### config.mk
export PLATFORM = sky130hd
export DESIGN_NAME = roundabout_steering_pd
export DESIGN_NICKNAME = d
export VERILOG_FILES = /design/src/rtl/rsp_pkg.sv /design/src/rtl/rsp_fifo.sv /design/src/rtl/rsp_front.sv /design/src/rtl/rsp_back.sv /design/src/rtl/roundabout_steering_pd.sv
export SDC_FILE = /design/constraint.sdc
export NUM_CORES = 2
export LEC_CHECK = 0
export ABC_AREA = 0
export BUFFER_PORTS_ARGS = -buffer_cell sky130_fd_sc_hd__buf_2
export CORE_ASPECT_RATIO = 1.2
export CORE_MARGIN = 3
export CORE_UTILIZATION = 65
export CTS_CLUSTER_SIZE = 28
export DETAILED_ROUTE_END_ITERATION = 8
export PLACE_DENSITY = 0.88
export SYNTH_ARGS = -nofsm -noshare
export SYNTH_HDL_FRONTEND = slang
export SYNTH_SLANG_ARGS = --single-unit
### constraint.sdc
create_clock -name clk_i -period 9.5 [get_ports clk_i]
set_input_delay 0.95 -clock clk_i [delete_from_list [all_inputs] [get_ports clk_i]]
set_output_delay 0.95 -clock clk_i [all_outputs]
set_load 0.03 [all_outputs]
### src/rtl/rsp_pkg.sv
// ----------------------------------------------------------------------------
// rsp_pkg: shared types and constants
// Mode codes, configuration register indexes, fixed widths and thresholds
// of the roundabout steering block.
// ----------------------------------------------------------------------------
`default_nettype none

package rsp_pkg;

  // roundabout mode
  typedef enum logic [1:0] {
    MODE_NONE  = 2'd0,
    MODE_RIGHT = 2'd1,
    MODE_LEFT  = 2'd2
  } mode_e;

  // back-end sequencer
  typedef enum logic [1:0] {
    BK_IDLE = 2'd0,
    BK_DIV  = 2'd1,
    BK_MUL  = 2'd2,
    BK_SUM  = 2'd3
  } back_state_e;

  // configuration register indexes
  localparam int unsigned CFG_IDX_W = 3;
  localparam logic [CFG_IDX_W-1:0] CFG_ENABLE    = 3'd0;
  localparam logic [CFG_IDX_W-1:0] CFG_ENTRY_HI  = 3'd1;
  localparam logic [CFG_IDX_W-1:0] CFG_ENTRY_LO  = 3'd2;
  localparam logic [CFG_IDX_W-1:0] CFG_PROP_GAIN = 3'd3;
  localparam logic [CFG_IDX_W-1:0] CFG_DERIV_GAIN = 3'd4;
  localparam logic [CFG_IDX_W-1:0] CFG_LOCKOUT   = 3'd5;

  // register and field widths
  localparam int unsigned CFG_DATA_W = 16;
  localparam int unsigned LEVEL_W    = 10;
  localparam int unsigned GAIN_W     = 12;
  localparam int unsigned LOCK_W     = 16;
  localparam int unsigned ERR_W      = 16;
  localparam int unsigned STEER_W    = 15;
  localparam int unsigned MODE_W     = 2;

  // divider: quotient magnitude is always below 2^15
  localparam int unsigned QUOT_BITS = 15;
  localparam int unsigned CNT_W     = $clog2(QUOT_BITS);

  // pd arithmetic widths
  localparam int unsigned PROD_P_W = GAIN_W + 1 + ERR_W;
  localparam int unsigned PROD_D_W = GAIN_W + 1 + ERR_W + 1;
  localparam int unsigned ACC_W    = PROD_D_W + 1;
  localparam int signed   STEER_MAX = 16383;
  localparam int signed   STEER_MIN = -16384;

  // detection thresholds, compared on raw samples
  localparam int unsigned OTHERS_MAX       = 300;
  localparam int unsigned ENTRY_OTHERS_MIN = 50;
  localparam int unsigned EXIT_LEVEL       = 150;
  localparam int unsigned SUPPRESS_LEVEL   = 30;
  localparam int unsigned SAMPLE_FLOOR     = 5;

  // queue between front and back
  localparam int unsigned QUEUE_DEPTH = 2;

  // reset values of the configuration registers
  localparam logic                ENABLE_RST     = 1'b1;
  localparam logic [LEVEL_W-1:0]  ENTRY_HI_RST   = 10'd200;
  localparam logic [LEVEL_W-1:0]  ENTRY_LO_RST   = 10'd45;
  localparam logic [GAIN_W-1:0]   PROP_GAIN_RST  = 12'd400;
  localparam logic [GAIN_W-1:0]   DERIV_GAIN_RST = 12'd200;
  localparam logic [LOCK_W-1:0]   LOCKOUT_RST    = 16'd400;

endpackage

`default_nettype wire

### src/rtl/rsp_fifo.sv
// ----------------------------------------------------------------------------
// rsp_fifo: short register queue
// Decouples the classifying front end from the arithmetic back end.
// ----------------------------------------------------------------------------
`default_nettype none

module rsp_fifo #(
  parameter int unsigned WIDTH = 22,
  parameter int unsigned DEPTH = 2
) (
  input  wire logic             clk_i,
  input  wire logic             rst_ni,
  input  wire logic             push_i,
  input  wire logic [WIDTH-1:0] wdata_i,
  output logic                  full_o,
  output logic                  valid_o,
  input  wire logic             pop_i,
  output logic [WIDTH-1:0]      rdata_o
);

  localparam int unsigned AW  = (DEPTH > 1) ? $clog2(DEPTH) : 1;
  localparam int unsigned CW  = $clog2(DEPTH + 1);
  localparam logic [AW-1:0] PTR_LAST = AW'(DEPTH - 1);
  localparam logic [CW-1:0] CNT_FULL = CW'(DEPTH);

  logic [WIDTH-1:0] mem_q [DEPTH];
  logic [AW-1:0]    wr_ptr_q, rd_ptr_q;
  logic [CW-1:0]    count_q, count_d;
  logic             do_push, do_pop;

  assign full_o  = (count_q == CNT_FULL);
  assign valid_o = (count_q != '0);
  assign rdata_o = mem_q[rd_ptr_q];
  assign do_push = push_i && !full_o;
  assign do_pop  = pop_i && valid_o;

  always_comb begin
    count_d = count_q;
    if (do_push && !do_pop) begin
      count_d = count_q + 1'b1;
    end else if (do_pop && !do_push) begin
      count_d = count_q - 1'b1;
    end
  end

  always_ff @(posedge clk_i or negedge rst_ni) begin
    if (!rst_ni) begin
      wr_ptr_q <= '0;
      rd_ptr_q <= '0;
      count_q  <= '0;
    end else begin
      count_q <= count_d;
      if (do_push) begin
        wr_ptr_q <= (wr_ptr_q == PTR_LAST) ? '0 : wr_ptr_q + 1'b1;
      end
      if (do_pop) begin
        rd_ptr_q <= (rd_ptr_q == PTR_LAST) ? '0 : rd_ptr_q + 1'b1;
      end
    end
  end

  always_ff @(posedge clk_i) begin
    if (do_push) begin
      mem_q[wr_ptr_q] <= wdata_i;
    end
  end

endmodule

`default_nettype wire

### src/rtl/rsp_front.sv
// ----------------------------------------------------------------------------
// rsp_front: sample intake and roundabout classification
// Tracks roundabout mode and exit lockout, suppresses and floors the outer
// samples and hands them to the queue.
// ----------------------------------------------------------------------------
`default_nettype none

module rsp_front
  import rsp_pkg::*;
#(
  parameter int unsigned SAMPLE_BITS = 10
) (
  input  wire logic                   clk_i,
  input  wire logic                   rst_ni,
  input  wire logic                   in_valid_i,
  output logic                        in_stall_o,
  input  wire logic [SAMPLE_BITS-1:0] outer_left_sample_i,
  input  wire logic [SAMPLE_BITS-1:0] inner_left_sample_i,
  input  wire logic [SAMPLE_BITS-1:0] inner_right_sample_i,
  input  wire logic [SAMPLE_BITS-1:0] outer_right_sample_i,
  input  wire logic                   enable_i,
  input  wire logic [LEVEL_W-1:0]     entry_hi_i,
  input  wire logic [LEVEL_W-1:0]     entry_lo_i,
  input  wire logic [LOCK_W-1:0]      lockout_len_i,
  input  wire logic                   queue_full_i,
  output logic                        push_o,
  output logic [SAMPLE_BITS-1:0]      outer_left_o,
  output logic [SAMPLE_BITS-1:0]      outer_right_o,
  output mode_e                       mode_o
);

  // compare width covers both the samples and the 10-bit thresholds
  localparam int unsigned CW = (SAMPLE_BITS > LEVEL_W) ? SAMPLE_BITS : LEVEL_W;
  localparam logic [CW-1:0] K_OTHERS = CW'(OTHERS_MAX);
  localparam logic [CW-1:0] K_MIN    = CW'(ENTRY_OTHERS_MIN);
  localparam logic [CW-1:0] K_EXIT   = CW'(EXIT_LEVEL);
  localparam logic [CW-1:0] K_SUPP   = CW'(SUPPRESS_LEVEL);
  localparam logic [SAMPLE_BITS-1:0] K_FLOOR = SAMPLE_BITS'(SAMPLE_FLOOR);

  mode_e             mode_q, mode_d, mode_entry;
  logic [LOCK_W-1:0] lock_q, lock_d;
  logic [CW-1:0]     a, b, c, d, hi, lo;
  logic              accept, active, pattern, exit_hit;
  logic [SAMPLE_BITS-1:0] a_sup, d_sup;

  assign in_stall_o = queue_full_i;
  assign accept     = in_valid_i && !queue_full_i;
  assign push_o     = accept;

  assign a  = CW'(outer_left_sample_i);
  assign b  = CW'(inner_left_sample_i);
  assign c  = CW'(inner_right_sample_i);
  assign d  = CW'(outer_right_sample_i);
  assign hi = CW'(entry_hi_i);
  assign lo = CW'(entry_lo_i);

  assign active  = enable_i && (lock_q == '0);
  assign pattern = (b < K_OTHERS) && (c < K_OTHERS) &&
                   (((a > hi) && (d < K_OTHERS)) || ((d > hi) && (a < K_OTHERS)));

  always_comb begin
    mode_entry = mode_q;
    if (active && pattern && (mode_q == MODE_NONE)) begin
      if ((b < lo) && (a > K_MIN) && (c > K_MIN) && (d > K_MIN)) begin
        mode_entry = MODE_LEFT;
      end else if ((c < lo) && (a > K_MIN) && (b > K_MIN) && (d > K_MIN)) begin
        mode_entry = MODE_RIGHT;
      end
    end
  end

  assign exit_hit = active && (mode_entry != MODE_NONE) && (a < K_EXIT) && (d < K_EXIT);

  always_comb begin
    mode_d = exit_hit ? MODE_NONE : mode_entry;
    if (exit_hit) begin
      lock_d = lockout_len_i;
    end else if (lock_q != '0) begin
      lock_d = lock_q - 1'b1;
    end else begin
      lock_d = lock_q;
    end
  end

  // outer suppression on the side opposite a quiet inner coil
  always_comb begin
    a_sup = outer_left_sample_i;
    d_sup = outer_right_sample_i;
    if (active && (mode_d == MODE_RIGHT) && (b < K_SUPP)) begin
      d_sup = '0;
    end else if (active && (mode_d == MODE_LEFT) && (c < K_SUPP)) begin
      a_sup = '0;
    end
  end

  assign outer_left_o  = (a_sup < K_FLOOR) ? K_FLOOR : a_sup;
  assign outer_right_o = (d_sup < K_FLOOR) ? K_FLOOR : d_sup;
  assign mode_o        = mode_d;

  always_ff @(posedge clk_i or negedge rst_ni) begin
    if (!rst_ni) begin
      mode_q <= MODE_NONE;
      lock_q <= '0;
    end else if (accept) begin
      mode_q <= mode_d;
      lock_q <= lock_d;
    end
  end

endmodule

`default_nettype wire

### src/rtl/rsp_back.sv
// ----------------------------------------------------------------------------
// rsp_back: normalized error and pd law
// Bit-serial restoring divide for (a-d)/(a+d) in Q1.15, then the pd products
// and the saturated steering result in an output register.
// ----------------------------------------------------------------------------
`default_nettype none

module rsp_back
  import rsp_pkg::*;
#(
  parameter int unsigned SAMPLE_BITS   = 10,
  parameter int unsigned HISTORY_DEPTH = 4
) (
  input  wire logic                   clk_i,
  input  wire logic                   rst_ni,
  input  wire logic                   q_valid_i,
  input  wire logic [SAMPLE_BITS-1:0] q_outer_left_i,
  input  wire logic [SAMPLE_BITS-1:0] q_outer_right_i,
  input  wire mode_e                  q_mode_i,
  output logic                        pop_o,
  input  wire logic [GAIN_W-1:0]      prop_gain_i,
  input  wire logic [GAIN_W-1:0]      deriv_gain_i,
  output logic                        out_valid_o,
  input  wire logic                   out_stall_i,
  output logic signed [STEER_W-1:0]   steer_drive_o,
  output logic signed [ERR_W-1:0]     direction_error_o,
  output logic [MODE_W-1:0]           roundabout_mode_o
);

  localparam int unsigned S = SAMPLE_BITS;
  localparam logic [CNT_W-1:0] CNT_LAST = CNT_W'(QUOT_BITS - 1);

  back_state_e state_q, state_d;

  logic                  neg_q;
  logic [S:0]            rem_q, den_q;
  logic [QUOT_BITS-1:0]  quo_q;
  logic [CNT_W-1:0]      cnt_q;
  mode_e                 mode_q;

  logic signed [ERR_W-1:0]    err_q;
  logic signed [PROD_P_W-1:0] prod_p_q;
  logic signed [PROD_D_W-1:0] prod_d_q;
  logic signed [ERR_W-1:0]    hist_q [HISTORY_DEPTH];

  logic                        out_valid_q;
  logic signed [STEER_W-1:0]   steer_q;
  logic signed [ERR_W-1:0]     err_out_q;
  mode_e                       mode_out_q;

  logic                       out_free, load_out;
  logic [S+1:0]               rem_x2;
  logic                       rem_ge;
  logic signed [ERR_W-1:0]    err_w;
  logic signed [ERR_W:0]      diff_w;
  logic signed [ACC_W-1:0]    acc_w, acc_sh;
  logic signed [STEER_W-1:0]  steer_w;

  assign out_free = !out_valid_q || !out_stall_i;

  always_comb begin
    state_d  = state_q;
    pop_o    = 1'b0;
    load_out = 1'b0;
    case (state_q)
      BK_IDLE: begin
        if (q_valid_i) begin
          pop_o   = 1'b1;
          state_d = BK_DIV;
        end
      end
      BK_DIV: begin
        if (cnt_q == CNT_LAST) begin
          state_d = BK_MUL;
        end
      end
      BK_MUL: begin
        state_d = BK_SUM;
      end
      BK_SUM: begin
        if (out_free) begin
          load_out = 1'b1;
          state_d  = BK_IDLE;
        end
      end
      default: begin
        state_d = BK_IDLE;
      end
    endcase
  end

  // one quotient bit per cycle, remainder always below the divisor
  assign rem_x2 = {rem_q, 1'b0};
  assign rem_ge = (rem_x2 >= {1'b0, den_q});

  assign err_w  = neg_q ? -$signed({1'b0, quo_q}) : $signed({1'b0, quo_q});
  assign diff_w = $signed({err_w[ERR_W-1], err_w}) -
                  $signed({hist_q[0][ERR_W-1], hist_q[0]});

  assign acc_w  = ACC_W'(prod_p_q) + ACC_W'(prod_d_q);
  assign acc_sh = acc_w >>> QUOT_BITS;

  always_comb begin
    if (acc_sh > ACC_W'(STEER_MAX)) begin
      steer_w = STEER_W'(STEER_MAX);
    end else if (acc_sh < ACC_W'(STEER_MIN)) begin
      steer_w = STEER_W'(STEER_MIN);
    end else begin
      steer_w = acc_sh[STEER_W-1:0];
    end
  end

  always_ff @(posedge clk_i or negedge rst_ni) begin
    if (!rst_ni) begin
      state_q     <= BK_IDLE;
      out_valid_q <= 1'b0;
      for (int i = 0; i < HISTORY_DEPTH; i++) begin
        hist_q[i] <= '0;
      end
    end else begin
      state_q <= state_d;
      if (load_out) begin
        out_valid_q <= 1'b1;
      end else if (!out_stall_i) begin
        out_valid_q <= 1'b0;
      end
      if (state_q == BK_MUL) begin
        for (int i = 0; i < HISTORY_DEPTH - 1; i++) begin
          hist_q[i] <= hist_q[i+1];
        end
        hist_q[HISTORY_DEPTH-1] <= err_w;
      end
    end
  end

  always_ff @(posedge clk_i) begin
    if (pop_o) begin
      neg_q  <= (q_outer_left_i < q_outer_right_i);
      rem_q  <= (q_outer_left_i >= q_outer_right_i) ?
                {1'b0, q_outer_left_i - q_outer_right_i} :
                {1'b0, q_outer_right_i - q_outer_left_i};
      den_q  <= {1'b0, q_outer_left_i} + {1'b0, q_outer_right_i};
      quo_q  <= '0;
      cnt_q  <= '0;
      mode_q <= q_mode_i;
    end
    if (state_q == BK_DIV) begin
      rem_q <= rem_ge ? (S+1)'(rem_x2 - {1'b0, den_q}) : rem_x2[S:0];
      quo_q <= {quo_q[QUOT_BITS-2:0], rem_ge};
      cnt_q <= cnt_q + 1'b1;
    end
    if (state_q == BK_MUL) begin
      err_q    <= err_w;
      prod_p_q <= $signed({1'b0, prop_gain_i}) * err_w;
      prod_d_q <= $signed({1'b0, deriv_gain_i}) * diff_w;
    end
    if (load_out) begin
      steer_q    <= steer_w;
      err_out_q  <= err_q;
      mode_out_q <= mode_q;
    end
  end

  assign out_valid_o       = out_valid_q;
  assign steer_drive_o     = steer_q;
  assign direction_error_o = err_out_q;
  assign roundabout_mode_o = mode_out_q;

endmodule

`default_nettype wire

### src/rtl/roundabout_steering_pd.sv
// ----------------------------------------------------------------------------
// roundabout_steering_pd: roundabout-aware pd steering from four coils
// Each transaction on the input channel carries four coil samples; each one
// yields exactly one transaction on the output channel with the steering
// drive, the normalized direction error and the roundabout mode.
//
// Channels use valid/stall; a transaction completes on a clock edge with
// valid high and stall low. The front end classifies a sample set in the
// cycle it is taken and places it in a two-entry queue, so in_stall_o rises
// only when that queue is full. The back end runs a one-bit-per-cycle divide,
// then a multiply step and a sum step, and takes the next item from the queue
// only once the last one has reached the output register.
// A stalled result holds in the output register; the back end finishes the
// next item and waits, while the front end keeps filling the queue.
// Reset clears mode, lockout, error history and the queue, and loads the
// register defaults. Configuration writes belong in idle periods, with no
// transaction in flight.
// ----------------------------------------------------------------------------
`default_nettype none

module roundabout_steering_pd
  import rsp_pkg::*;
#(
  parameter int unsigned SAMPLE_BITS   = 10,
  parameter int unsigned HISTORY_DEPTH = 4
) (
  input  wire logic                   clk_i,
  input  wire logic                   rst_ni,
  input  wire logic                   cfg_we_i,
  input  wire logic [CFG_IDX_W-1:0]   cfg_index_i,
  input  wire logic [CFG_DATA_W-1:0]  cfg_wdata_i,
  input  wire logic                   in_valid_i,
  output logic                        in_stall_o,
  input  wire logic [SAMPLE_BITS-1:0] outer_left_sample_i,
  input  wire logic [SAMPLE_BITS-1:0] inner_left_sample_i,
  input  wire logic [SAMPLE_BITS-1:0] inner_right_sample_i,
  input  wire logic [SAMPLE_BITS-1:0] outer_right_sample_i,
  output logic                        out_valid_o,
  input  wire logic                   out_stall_i,
  output logic signed [STEER_W-1:0]   steer_drive_o,
  output logic signed [ERR_W-1:0]     direction_error_o,
  output logic [MODE_W-1:0]           roundabout_mode_o
);

  localparam int unsigned QW = 2 * SAMPLE_BITS + MODE_W;

  logic               enable_q;
  logic [LEVEL_W-1:0] entry_hi_q, entry_lo_q;
  logic [GAIN_W-1:0]  prop_gain_q, deriv_gain_q;
  logic [LOCK_W-1:0]  lockout_len_q;

  logic                   push, queue_full, queue_valid, pop;
  logic [SAMPLE_BITS-1:0] front_a, front_d;
  mode_e                  front_mode;
  logic [QW-1:0]          queue_wdata, queue_rdata;

  always_ff @(posedge clk_i or negedge rst_ni) begin
    if (!rst_ni) begin
      enable_q      <= ENABLE_RST;
      entry_hi_q    <= ENTRY_HI_RST;
      entry_lo_q    <= ENTRY_LO_RST;
      prop_gain_q   <= PROP_GAIN_RST;
      deriv_gain_q  <= DERIV_GAIN_RST;
      lockout_len_q <= LOCKOUT_RST;
    end else if (cfg_we_i) begin
      case (cfg_index_i)
        CFG_ENABLE:     enable_q      <= cfg_wdata_i[0];
        CFG_ENTRY_HI:   entry_hi_q    <= cfg_wdata_i[LEVEL_W-1:0];
        CFG_ENTRY_LO:   entry_lo_q    <= cfg_wdata_i[LEVEL_W-1:0];
        CFG_PROP_GAIN:  prop_gain_q   <= cfg_wdata_i[GAIN_W-1:0];
        CFG_DERIV_GAIN: deriv_gain_q  <= cfg_wdata_i[GAIN_W-1:0];
        CFG_LOCKOUT:    lockout_len_q <= cfg_wdata_i[LOCK_W-1:0];
        default: begin
        end
      endcase
    end
  end

  rsp_front #(
    .SAMPLE_BITS (SAMPLE_BITS)
  ) u_front (
    .clk_i                (clk_i),
    .rst_ni               (rst_ni),
    .in_valid_i           (in_valid_i),
    .in_stall_o           (in_stall_o),
    .outer_left_sample_i  (outer_left_sample_i),
    .inner_left_sample_i  (inner_left_sample_i),
    .inner_right_sample_i (inner_right_sample_i),
    .outer_right_sample_i (outer_right_sample_i),
    .enable_i             (enable_q),
    .entry_hi_i           (entry_hi_q),
    .entry_lo_i           (entry_lo_q),
    .lockout_len_i        (lockout_len_q),
    .queue_full_i         (queue_full),
    .push_o               (push),
    .outer_left_o         (front_a),
    .outer_right_o        (front_d),
    .mode_o               (front_mode)
  );

  assign queue_wdata = {front_a, front_d, front_mode};

  rsp_fifo #(
    .WIDTH (QW),
    .DEPTH (QUEUE_DEPTH)
  ) u_queue (
    .clk_i   (clk_i),
    .rst_ni  (rst_ni),
    .push_i  (push),
    .wdata_i (queue_wdata),
    .full_o  (queue_full),
    .valid_o (queue_valid),
    .pop_i   (pop),
    .rdata_o (queue_rdata)
  );

  rsp_back #(
    .SAMPLE_BITS   (SAMPLE_BITS),
    .HISTORY_DEPTH (HISTORY_DEPTH)
  ) u_back (
    .clk_i             (clk_i),
    .rst_ni            (rst_ni),
    .q_valid_i         (queue_valid),
    .q_outer_left_i    (queue_rdata[QW-1 -: SAMPLE_BITS]),
    .q_outer_right_i   (queue_rdata[MODE_W +: SAMPLE_BITS]),
    .q_mode_i          (mode_e'(queue_rdata[MODE_W-1:0])),
    .pop_o             (pop),
    .prop_gain_i       (prop_gain_q),
    .deriv_gain_i      (deriv_gain_q),
    .out_valid_o       (out_valid_o),
    .out_stall_i       (out_stall_i),
    .steer_drive_o     (steer_drive_o),
    .direction_error_o (direction_error_o),
    .roundabout_mode_o (roundabout_mode_o)
  );

endmodule

`default_nettype wire

* Word level (Yosys, flattened, before mapping) *
Memory sizes are Yosys's and may differ from the RTL's.
Cells that the tools add are included.

word-level totals
  register bits after elaboration = 302
  memory bits (writable) = 44
  bits of input ports = 64
  logic and storage cells = 171
  memories kept = 1

cells by class
  add/subtract/negate cells = 13
  $mul = 2
  order comparisons = 23
  equal/unequal tests = 16
  muxes and demuxes = 37
  reductions and logical operators = 50

memory list
  memory         words  width  read ports  clocked after Yosys merged registers in  wr ports  line            text
  u_queue.mem_q  2      22     1           0                                        1         rsp_fifo.sv:26  logic [WIDTH-1:0] mem_q [DEPTH];

operators by type and width
  kind                                                           count
  2-to-1 mux 10 bit                                              6
  2-to-1 mux 16 bit                                              3
  2-to-1 mux 15 bit                                              3
  > comparator 10 x 6 -> 1 bit (second input constant)           4
  less-than comparator 10 x 9 -> 1 bit (second input constant)   4
  2-to-1 mux 11 bit                                              3
  adder 29 x 30 -> 31 bit                                        1
  less-than comparator 10 bit                                    3
  multiplier 13 x 17 -> 30 bit                                   1
  multiplier 13 x 16 -> 29 bit                                   1
  logical AND 1 bit                                              25
  > comparator 10 bit                                            2
  less-than comparator 10 x 3 -> 1 bit (second input constant)   2
  less-than comparator 10 x 5 -> 1 bit (second input constant)   2
  less-than comparator 10 x 8 -> 1 bit (second input constant)   2
  subtractor 10 bit                                              2
  2-to-1 mux 2 bit                                               9
  subtractor 16 x 16 -> 17 bit                                   1
  > comparator 16 x 15 -> 1 bit (second input constant)          1
  logical NOT 16 bit                                             1
  less-than comparator 16 x 15 -> 1 bit (second input constant)  1
  negator 15 -> 16 bit                                           1
  nonzero test 16 bit                                            1
  subtractor 16 x 1 -> 16 bit (second input constant)            1
  26 further kinds                                               61

* Longest topological paths before layout *
  depth after elaboration = 19
  depth in mapped cells = 37

* Modules after synthesis *
Synthesis repeated with hierarchy kept, for this count alone.

unflattened totals
  cells, all modules = 3193
  area total of the unflattened synthesis = 32949.1 µm²

modules (own cells, without submodules)
  module                  times used  cells each  area an instance (µm²)  sequential area each (µm²)
  rsp_back                1           2640        26113.8                 6241.0
  rsp_front               1           333         2632.5                  450.4
  roundabout_steering_pd  1           133         2411.1                  1547.7
  rsp_fifo                1           87          1791.7                  1421.4

* Least setup slack after synthesis *
Ideal clock, no wire load.

  kind = reg-to-reg
  from = register u_back.quo_q[0]
  to = register u_back.prod_d_q[28], data pin
  setup time = 0.258 ns
  data arrival time = 8.281 ns
  required time = 9.242 ns
  path slack = 0.961 ns
  stages on the path, launching flop included = 38
  buffers on the path = 3
  cell sequence = edfxtp_1 buf_1 inv_1 ha_1 inv_1 nand2_1 xnor2_1 clkbuf_1 ha_1 a21o_1 a21oi_1 nor2b_1 o21a_1 o311ai_1 nand2_1 nor2_1 xnor2_1 clkbuf_1 [... 2 more ...] inv_1 fa_1 inv_1 fa_1 fa_1 inv_1 fa_1 inv_1 ha_1 a2111oi_0 o21ai_0 a41oi_1 o22ai_1 a221oi_1 a21oi_1 a21o_1 a31oi_1 xnor2_1

on the way
  cells in the longest elaborated chain, start to end = 4

ends and longest elaborated chain
  what                          line             text
  from (decl)                   rsp_back.sv:37   logic [QUOT_BITS-1:0] quo_q;
  from (signal assigned)        rsp_back.sv:149  quo_q <= {quo_q[QUOT_BITS-2:0], rem_ge};
  negator 15 -> 16 bit          rsp_back.sv:96   assign err_w = neg_q ? -$signed({1'b0, quo_q}) : $signed({1'b0, quo_q});
  2-to-1 mux 16 bit             rsp_back.sv:96
  via u_back.err_w[2]           rsp_back.sv:54   logic signed [ERR_W-1:0] err_w;
  subtractor 16 x 16 -> 17 bit  rsp_back.sv:97   assign diff_w = $signed({err_w[ERR_W-1], err_w}) -
  multiplier 13 x 17 -> 30 bit  rsp_back.sv:155  prod_d_q <= $signed({1'b0, deriv_gain_i}) * diff_w;
  to (signal assigned)          rsp_back.sv:155
  to (decl)                     rsp_back.sv:43   logic signed [PROD_D_W-1:0] prod_d_q;

The timed path passes the listed nets, and every way through them passes these cells.
A chain may end at the register's enable or synchronous reset.

* Worst setup path in the final report *
  from = register u_back.quo_q[1]
  to = register u_back.prod_d_q[28], data pin

on the way
  cells in the longest elaborated chain, start to end = 4

ends and longest elaborated chain
  what                            line
  negator 15 -> 16 bit            rsp_back.sv:96
  2-to-1 mux 16 bit *             rsp_back.sv:96
  subtractor 16 x 16 -> 17 bit *  rsp_back.sv:97
  multiplier 13 x 17 -> 30 bit *  rsp_back.sv:155

Mark *: on every way between the ends. The rest lies on a longest branch, timed or not.

==> flow_metrics.env <==
export IMPL_status="completed"
export IMPL_globalplace_congestion=0.922
export IMPL_path_clk_slew_ns=0.07
export IMPL_rows=89
export IMPL_root_buffer="clkbuf_16"
export IMPL_cp_required_ns=9.81
export IMPL_final_cells=3998
export IMPL_syn_avg_cell_area_um2=10.1
export IMPL_tightest_slew_ns=1.07
export IMPL_clock_latency_ns=0.57
export IMPL_drv_slew=0
export IMPL_drc=0
export IMPL_ys_ff_latch=346
export IMPL_htree_levels=2
export IMPL_finalClockSkew_ns=0.0239
export IMPL_cp_slowest_cell="fa_1"
export IMPL_worstSetupStartpointType="register"
export IMPL_postCtsSetupBuffers=0
export IMPL_syn_num_nets=3981
export IMPL_hold_path_class="register to register"
export IMPL_finalHoldViolCount=0
export IMPL_grt_pass1_vias=25700
export IMPL_worst_setup_path_type="register to register"
export IMPL_dr_pass1_iters=6
export IMPL_port_buffers=98
export IMPL_drive_above_1_share=0.101
export IMPL_synth_cell_types=82
export IMPL_drtAntennaViolNets=0
export IMPL_io_pin_count=99
export IMPL_seq_area_frac_synth=0.292
export IMPL_final_setup_viol_count=0
export IMPL_synth_cells=3280
export IMPL_diodes=0
export IMPL_grt_max_degree=87
export IMPL_place_area_um2=34200
export IMPL_fin_nets=4036
export IMPL_fmax_mhz=111
export IMPL_routed_wl_mm=75.3
export IMPL_worstPathArrival_ns=9.32
export IMPL_synth_edff_count=196
export IMPL_period_share=0.949
export IMPL_timing_max_slew_rel_slack=0.266
export IMPL_die_area_um2=53600
export IMPL_fp_dieH_um=253
export IMPL_antenna_found_initial=1
export IMPL_syn_cell_area_um2=33000
export IMPL_crit_top_cell="fa_1"
export IMPL_wl_per_cell_um=18.8
export IMPL_async_flop_share=0.434
export IMPL_cp_num_buf_inv=6
export IMPL_cts_made_buffers=36
export IMPL_clock_sinks=346
export IMPL_placedCellCount=3934
export IMPL_route_vias_total=24000
export IMPL_grt_pass1_wl_mm=125
export IMPL_maxCapViolCount=0
export IMPL_cp_slowest_stage_delay_ns=0.54
export IMPL_cts_tree="built"
export IMPL_cp_end_kind="register"
export IMPL_cp_top_family="adder cells"
export IMPL_fin_area_um2=35400
export IMPL_fp_dieW_um=212
export IMPL_start_util=0.665
export IMPL_ys_warn_count=0
export IMPL_gr_usage_all_layers=0.293
export IMPL_core_area_um2=49700
export IMPL_clockBufferDepth=3
export IMPL_overflow=0
export IMPL_worstPathMaxFanout=9
export IMPL_drt_vias_per_instance=5.99
export IMPL_drt_iter0_markers=1907
export IMPL_area_growth_pct=7.00
export IMPL_fin_crit_ns=9.01
export IMPL_synthFlopType="edfxtp_1"
export IMPL_dp_hpwl_mm=57.0
-- cell families after synthesis --
| family | share of synthesized area |
|---|---|
| AOI/OAI and AO/OA | 0.0978 |
| xor gates and xnor gates | 0.0321 |
| adders and majority gates | 0.325 |
| buffers and inverters | 0.0804 |
| DFF | 0.292 |
| muxes | 0.0443 |
| and+or+nand+nor | 0.128 |
-- cells in the mapped netlist, drive strengths merged (30+ instances only) --
cell type	n	area share
nor3	30	0.0045
ha	269	0.10
a21oi	109	0.017
xnor2	96	0.025
fa	368	0.22
mux2i	31	0.0094
edfxtp	196	0.18
o21ai	120	0.018
and2	212	0.040
inv	578	0.066
a21o	38	0.0086
nand2	351	0.040
dfrtp	133	0.10
a31oi	30	0.0059
mux2	102	0.035
clkbuf	115	0.013
nor2b	33	0.0062
nor2	80	0.0091
-- final timing paths --
| check | slack (ns) | cells after the start | endpoint | start |
|---|---|---|---|---|
| max | 0.49 | 33 | u_back.prod_d_q[28] | u_back.quo_q[1] |
| min | 0.42 | 0 | u_back.direction_error_o[5] | u_back.err_q[5] |
| max reg2reg | 0.49 | 33 | u_back.prod_d_q[28] | u_back.quo_q[1] |
| min reg2reg | 0.42 | 0 | u_back.direction_error_o[5] | u_back.err_q[5] |
| max in group asynchronous | 7.70 | 2 | u_back.out_valid_o | rst_ni |
| min in group asynchronous | 0.46 | 1 | u_front.lock_q[10] | rst_ni |
-- state kept, by name, indices dropped and copies added (netlist names), 4 cells and up --
register / flops
u_back.hist_q: 64
u_queue.mem_q: 44
u_back.prod_d_q: 30
u_back.prod_p_q: 29
lockout_len_q: 16
u_back.direction_error_o: 16
u_back.err_q: 16
u_front.lock_q: 16
u_back.quo_q: 15
u_back.steer_drive_o: 15
deriv_gain_q: 12
prop_gain_q: 12
u_back.den_q: 11
u_back.rem_q: 11
entry_hi_q: 10
entry_lo_q: 10
u_back.cnt_q: 4
-- area by class of cell --
| class | instances | area, µm² |
|---|---|---|
| repair buffers | 144 | 842 |
| clock inverters | 15 | 124 |
| flip-flops and latches | 346 | 9660 |
| multi-input cells | 2229 | 20800 |
| inverters | 578 | 2170 |
| clock buffers | 49 | 992 |
| fillers | 3340 | 14300 |
| well taps | 637 | 797 |
-- cell usage in the layout, fill, tap and decap left out, types with 16 or more instances in the layout --
master,instances
nand3_1,26
buf_2,97
a21oi_1,108
a31oi_1,28
a21o_1,38
dfrtp_1,133
fa_1,368
inv_1,578
o211ai_1,16
mux2_2,101
ha_1,268
nor2_1,80
o22ai_1,21
edfxtp_1,196
xnor2_1,96
xor2_1,25
nand2_1,351
nand4_1,25
and2_1,212
nor2b_1,33
clkbuf_16,38
mux2i_1,31
buf_4,46
o21ai_0,118
dfstp_2,17
o21a_1,29
nor3_1,30
nand2b_1,19
-- repair_timing --
item | CTS | global route
setup endpoints to repair | 0 | 1
hold buffers | 0 | 0
gates resized for setup | 0 | 1
-- per-layer routing --
layer,GRT usage,vias up,wire (µm)
li1,-,10800,-
met1,0.355,11900,27900
met4,0.155,2,4190
met5,0,-,9
met3,0.0492,269,5260
met2,0.504,982,37900
-- stage by stage --
step	utilization	TNS, ns	hold slack (ns)	worst slack, ns
2_1_floorplan	-	0	0.400	0.961
6_report	0.712	0	0.417	0.486
3_3_place_gp	0.689	0	0.401	0.998
4_1_cts	0.712	0	0.416	0.567
5_1_grt	0.712	-0.0341	0.427	-0.0341
3_5_place_dp	0.689	0	0.405	0.629
Power is left out: the tool's default activity adds up to more than one toggle a clock period on the data nets, which glitch-free logic cannot reach.
